## src/edcc_pkg.sv

```systemverilog
// ----------------------------------------------------------------------------
// Error detection code checker - package
// Widths, polynomials, pipeline word type and CRC byte-update functions.
// ----------------------------------------------------------------------------
package edcc_pkg;

  localparam int WordBits = 64;
  localparam int ByteBits = 8;
  localparam int NumBytes = WordBits / ByteBits;
  localparam int SumBits  = 11;

  localparam logic [7:0]  Crc8Poly  = 8'h31;
  localparam logic [15:0] Crc16Poly = 16'h1021;

  // word carried down the byte pipeline; _e fields are computed on the
  // error pattern (CRC and parity are linear) or on the corrupted word (sum)
  typedef struct packed {
    logic [WordBits-1:0] data_word;
    logic [WordBits-1:0] error_pattern;
    logic [7:0]          crc8_d;
    logic [7:0]          crc8_e;
    logic [15:0]         crc16_d;
    logic [15:0]         crc16_e;
    logic [SumBits-1:0]  sum_d;
    logic [SumBits-1:0]  sum_e;
    logic [7:0]          col_d;
    logic [7:0]          col_e;
    logic [7:0]          row_d;
    logic [7:0]          row_e;
  } stage_t;

  function automatic logic [7:0] crc8_byte(input logic [7:0] crc, input logic [7:0] b);
    logic [7:0] r;
    logic       fb;
    r = crc;
    for (int i = 7; i >= 0; i--) begin
      fb = r[7] ^ b[i];
      r  = {r[6:0], 1'b0};
      if (fb) r = r ^ Crc8Poly;
    end
    return r;
  endfunction

  function automatic logic [15:0] crc16_byte(input logic [15:0] crc, input logic [7:0] b);
    logic [15:0] r;
    logic        fb;
    r = crc;
    for (int i = 7; i >= 0; i--) begin
      fb = r[15] ^ b[i];
      r  = {r[14:0], 1'b0};
      if (fb) r = r ^ Crc16Poly;
    end
    return r;
  endfunction

endpackage

```

## src/edcc_out_if.sv

```systemverilog
// ----------------------------------------------------------------------------
// Error detection code checker - output channel
// Valid/ready channel carrying check codes and pass flags.
// ----------------------------------------------------------------------------
interface edcc_out_if;
  logic       valid;
  logic       ready;
  logic [7:0] crc8_value;
  logic [15:0] crc16_value;
  logic [7:0] checksum_value;
  logic [7:0] column_parity;
  logic [8:0] row_parity;
  logic       crc8_pass;
  logic       crc16_pass;
  logic       checksum_pass;
  logic       parity_pass;

  modport source (output valid, output crc8_value, output crc16_value,
                  output checksum_value, output column_parity, output row_parity,
                  output crc8_pass, output crc16_pass, output checksum_pass,
                  output parity_pass, input ready);
  modport sink   (input valid, input crc8_value, input crc16_value,
                  input checksum_value, input column_parity, input row_parity,
                  input crc8_pass, input crc16_pass, input checksum_pass,
                  input parity_pass, output ready);
endinterface

```

## src/edcc_finish.sv

```systemverilog
// ----------------------------------------------------------------------------
// Error detection code checker - finish stage
// End-around carry fold, complement, pass flags and output register.
// ----------------------------------------------------------------------------
module edcc_finish (
  input  logic             clk,
  input  logic             rst,
  input  logic             in_valid,
  output logic             in_ready,
  input  edcc_pkg::stage_t in_st,
  edcc_out_if.source       egress
);

  function automatic logic [7:0] fold_cmp(input logic [edcc_pkg::SumBits-1:0] s);
    logic [8:0] s1;
    logic [7:0] s2;
    s1 = {6'd0, s[edcc_pkg::SumBits-1:8]} + {1'b0, s[7:0]};
    s2 = s1[8] ? (s1[7:0] + 8'd1) : s1[7:0];
    return ~s2;
  endfunction

  logic [7:0] cs_d;
  logic [7:0] cs_e;

  assign cs_d     = fold_cmp(in_st.sum_d);
  assign cs_e     = fold_cmp(in_st.sum_e);
  assign in_ready = !egress.valid || egress.ready;

  always_ff @(posedge clk) begin
    if (rst) begin
      egress.valid <= 1'b0;
    end else if (in_ready) begin
      egress.valid <= in_valid;
    end
  end

  always_ff @(posedge clk) begin
    if (in_ready && in_valid) begin
      egress.crc8_value     <= in_st.crc8_d;
      egress.crc16_value    <= in_st.crc16_d;
      egress.checksum_value <= cs_d;
      egress.column_parity  <= in_st.col_d;
      egress.row_parity     <= {^in_st.col_d, in_st.row_d};
      egress.crc8_pass      <= (in_st.crc8_e == 8'd0);
      egress.crc16_pass     <= (in_st.crc16_e == 16'd0);
      egress.checksum_pass  <= (cs_e == cs_d);
      egress.parity_pass    <= (in_st.col_e == 8'd0) && (in_st.row_e == 8'd0);
    end
  end

endmodule

```

## src/flat_wrapper.sv

```systemverilog
// flat-port wrapper written by rule: the top's interface ports become plain ports
module edcc_finish_flat 
  (clk, rst, in_valid, in_ready, in_st, egress_valid, egress_crc8_value, egress_crc16_value, egress_checksum_value, egress_column_parity, egress_row_parity, egress_crc8_pass, egress_crc16_pass, egress_checksum_pass, egress_parity_pass, egress_ready);
  edcc_out_if egress_i ();
  input  logic clk;
  input  logic rst;
  input  logic in_valid;
  output logic in_ready;
  input  edcc_pkg::stage_t in_st;
  output wire logic [$bits(egress_i.valid)-1:0] egress_valid;
  output wire logic [$bits(egress_i.crc8_value)-1:0] egress_crc8_value;
  output wire logic [$bits(egress_i.crc16_value)-1:0] egress_crc16_value;
  output wire logic [$bits(egress_i.checksum_value)-1:0] egress_checksum_value;
  output wire logic [$bits(egress_i.column_parity)-1:0] egress_column_parity;
  output wire logic [$bits(egress_i.row_parity)-1:0] egress_row_parity;
  output wire logic [$bits(egress_i.crc8_pass)-1:0] egress_crc8_pass;
  output wire logic [$bits(egress_i.crc16_pass)-1:0] egress_crc16_pass;
  output wire logic [$bits(egress_i.checksum_pass)-1:0] egress_checksum_pass;
  output wire logic [$bits(egress_i.parity_pass)-1:0] egress_parity_pass;
  input wire logic [$bits(egress_i.ready)-1:0] egress_ready;
  assign egress_valid = egress_i.valid;
  assign egress_crc8_value = egress_i.crc8_value;
  assign egress_crc16_value = egress_i.crc16_value;
  assign egress_checksum_value = egress_i.checksum_value;
  assign egress_column_parity = egress_i.column_parity;
  assign egress_row_parity = egress_i.row_parity;
  assign egress_crc8_pass = egress_i.crc8_pass;
  assign egress_crc16_pass = egress_i.crc16_pass;
  assign egress_checksum_pass = egress_i.checksum_pass;
  assign egress_parity_pass = egress_i.parity_pass;
  assign egress_i.ready = egress_ready;
  edcc_finish u_core (.clk(clk), .rst(rst), .in_valid(in_valid), .in_ready(in_ready), .in_st(in_st), .egress(egress_i));
endmodule
```

## config.mk

```make
export PLATFORM = sky130hd
export DESIGN_NAME = edcc_finish_flat
export DESIGN_NICKNAME = d
export VERILOG_FILES = /design/src/edcc_pkg.sv /design/src/edcc_out_if.sv /design/src/edcc_finish.sv /design/src/flat_wrapper.sv
export SDC_FILE = /design/constraint.sdc
export NUM_CORES = 1
export LEC_CHECK = 0
export ABC_AREA = 1
export BUFFER_PORTS_ARGS = -buffer_cell sky130_fd_sc_hd__buf_2
export CORE_AREA = 2 2 112 114
export DETAILED_ROUTE_END_ITERATION = 16
export DIE_AREA = 0 0 114 116
export HOLD_SLACK_MARGIN = 0.1
export SLEW_MARGIN = 40
export SYNTH_ARGS = -nofsm -noshare
export SYNTH_HDL_FRONTEND = slang
export SYNTH_SLANG_ARGS = --single-unit
export TNS_END_PERCENT = 30
```

## constraint.sdc

```tcl
create_clock -name clk -period 3.9 [get_ports clk]
set_input_delay 0.195 -clock clk [delete_from_list [all_inputs] [get_ports clk]]
set_output_delay 0.195 -clock clk [all_outputs]
set_load 0.005 [all_outputs]
```

==> flow_metrics.tcl <==
set metrics [dict create \
    worstPathRequired_ps 3950 \
    synth_top_family_by_area "simple AND/OR/NAND/NOR gates" \
    clk_latency_ps 290 \
    fp-row-count 40 \
    dp_slack_ps 1650 \
    hp-class "in -> reg" \
    outcome "completed" \
    end_kind "flip-flop" \
    ir_worst_vdd_mv 0.157 \
    antenna_found_initial 11 \
    synth.net_count 512 \
    yosysWarningCount 0 \
    avgSynthCellArea_sq_um 10.1 \
    synth_mux_area_share_pct 0 \
    ys_seq_area_share_pct 59.2 \
    post_cts_buffers 0 \
    first_global_vias 2444 \
    cts_root_buffer "clkbuf_16" \
    flow.area_growth_from_synthesis_pct 56.2 \
    syn_inst 268 \
    core_area_sq_mm 0.0119 \
    period_minus_slack_ps 1920 \
    fin_util_pct 35.7 \
    start_util_pct 22.8 \
    routed_wl_um 8710 \
    track_usage_pct 12.9 \
    fin_nets 716 \
    synth-xor-area-share_pct 2.90 \
    synth_seq_cells 54 \
    grt.overflow.total 0 \
    placed_cells_incl_taps 576 \
    crit_type "in -> reg" \
    fmax_ghz 0.522 \
    fp.dieArea_sq_mm 0.0132 \
    yosys.area.top_type "edfxtp_1" \
    worstPathMaxFanout 4 \
    synth-simple-area-share_pct 25.9 \
    vias 2582 \
    cts_buffers 5 \
    gp_congestion 0.835 \
    hpwl_um 7270 \
    portBuffers 160 \
    routedWlPerCell_um 13.9 \
    rsz0062_at_grt "no" \
    cts_sinks 54 \
    synthAdderAreaFrac_pct 5.15 \
    drive_gt1_share_pct 39.3 \
    routed_via_density 4.11 \
    setup_viol 0 \
    grt_pass1_wl_um 12700 \
    final.setup.tns_ps 0 \
    yosysTopAreaCellShare_pct 58.5 \
    fin_ws_ps 1980 \
    fin_cells 628 \
    ant_nets 0 \
    final_hold_viol_count 0 \
    drc 0 \
    synth.distinct_cells 27 \
    finalCritPeriodShare_pct 49.2 \
    worstMarginPinSlew_ps 572 \
    die_h_um 116 \
    cp_data_arrival_time_ps 1970 \
    drv_slew 0 \
    cts_tree "yes" \
    grt_max_degree 38 \
    critPathLaunchType "input pin" \
    h-tree-depth 2 \
    synth_area_leaders "edfxtp_1, nand2_1, inv_1" \
    power_density_mw_per_mm2 336 \
    drv_cap 0 \
    die_w_um 114 \
    clockBufferDepth 2 \
    max_slew_margin_pct 61.7 \
    p_leak_nw 2.04 \
    clock_skew_ps 7.38 \
    first_pass_iters 4 \
    drtIter0Drc 121 \
    pin_count 289 \
    syn_area_sq_mm 0.00272 \
    path_clk_slew_ps 70 \
    synth_compound_gate_area_share_pct 1.93 \
]
-- final timing paths --
| kind | start | to | slack [ps] | cells after the start |
|---|---|---|---|---|
| max | in_st[43] | u_core.egress.checksum_pass | 1980 | 11 |
| max reg2reg | u_core.egress.valid | u_core.egress.parity_pass | 2160 | 2 |
| min reg2reg | u_core.egress.valid | u_core.egress.valid | 540 | 2 |
| min | in_st[82] | u_core.egress.crc16_value[12] | 110 | 1 |
-- synthesized netlist by cell type, drive strengths merged --
cell type	count
o21ai	1
nand4	2
nand2	98
nor2	12
nand3	24
o21bai	2
and2	1
dfxtp	1
edfxtp	53
ha	8
xnor2	7
fa	2
nor4	10
a21oi	5
xor2	2
inv	34
clkinv	1
nor3	1
nand3b	4
-- repair_timing --
| item | CTS | global route |
|---|---|---|
| gates resized for setup | 0 | 0 |
| endpoints found under the hold margin | 35 | 1 |
| hold buffers | 35 | 1 |
-- per-layer routing --
layer | track usage (%) | share of wire, % | vias up
met2 | 18.8 | 40 | 122
met5 | 0 | 0.31 | -
met1 | 17.2 | 48 | 1125
li1 | - | - | 1322
met3 | 6.01 | 11 | 9
met4 | 3.17 | 0.94 | 4
-- report_power, final --
group / internal (W) / total (W) / switching (W)
combinational: 0.000141 / 0.000293 / 0.000151
sequential: 0.000683 / 0.000693 / 0.00000959
clock: 0.000238 / 0.000444 / 0.000205
-- cell type report --
type | instances | area [sq um]
tap | 147 | 184
clock buffer | 5 | 125
timing repair buffer | 197 | 1170
sequential | 54 | 1610
antenna | 8 | 20.0
multi-input combinational | 179 | 987
clock inverter | 3 | 20.0
fill | 1232 | 7660
inverter | 35 | 133
-- flip-flops by register name, indices dropped and copies added, names as in the netlist, 8 cells and up --
signal and cells:
u_core.egress.checksum_value 8, u_core.egress.column_parity 8, u_core.egress.row_parity 9, u_core.egress.crc16_value 16, u_core.egress.crc8_value 8
-- worst max-delay path, cell delays in order --
cell and delay [ps]:
buf_2 100, ha_1 260, fa_1 510, ha_1 330
nand3b_1 160, nand2_1 110, nand2_1 60, nand2_1 60
nor2_1 40, nand3_1 80, nor2_1 50
-- cell usage in the layout (no fill, tap or decap), types with 3 or more instances in the layout --
master	synthesis	final
buf_2	0	160
nand2_1	91	91
edfxtp_1	53	53
dlygate4sd3_1	0	36
inv_1	33	33
nand3_1	22	22
nor4_1	10	10
nor2_1	9	9
diode_2	0	8
ha_1	8	8
xnor2_1	7	7
nand2_2	6	6
clkbuf_16	0	5
nand3b_1	4	4
a21oi_1	4	3
-- per-stage QoR --
stage	hold slack, ps	instance area (sq um)	total power (W)
after floorplan	264	2720	0.000843
after global placement	373	3720	0.000966
after detailed placement	374	3720	0.000971
after CTS	101	4220	0.00145
after global routing	104	4240	0.00151
final	105	4250	0.00143
-- cells by family after synthesis --
logic type / Yosys count
AND/OR/NAND/NOR: 152
XOR/XNOR: 9
AO/OA/AOI/OAI: 8
buffers and inverters: 35
flip-flops: 54
adder cells (fa/ha/maj): 10
Note: power is estimated with default switching activity, not from simulation.
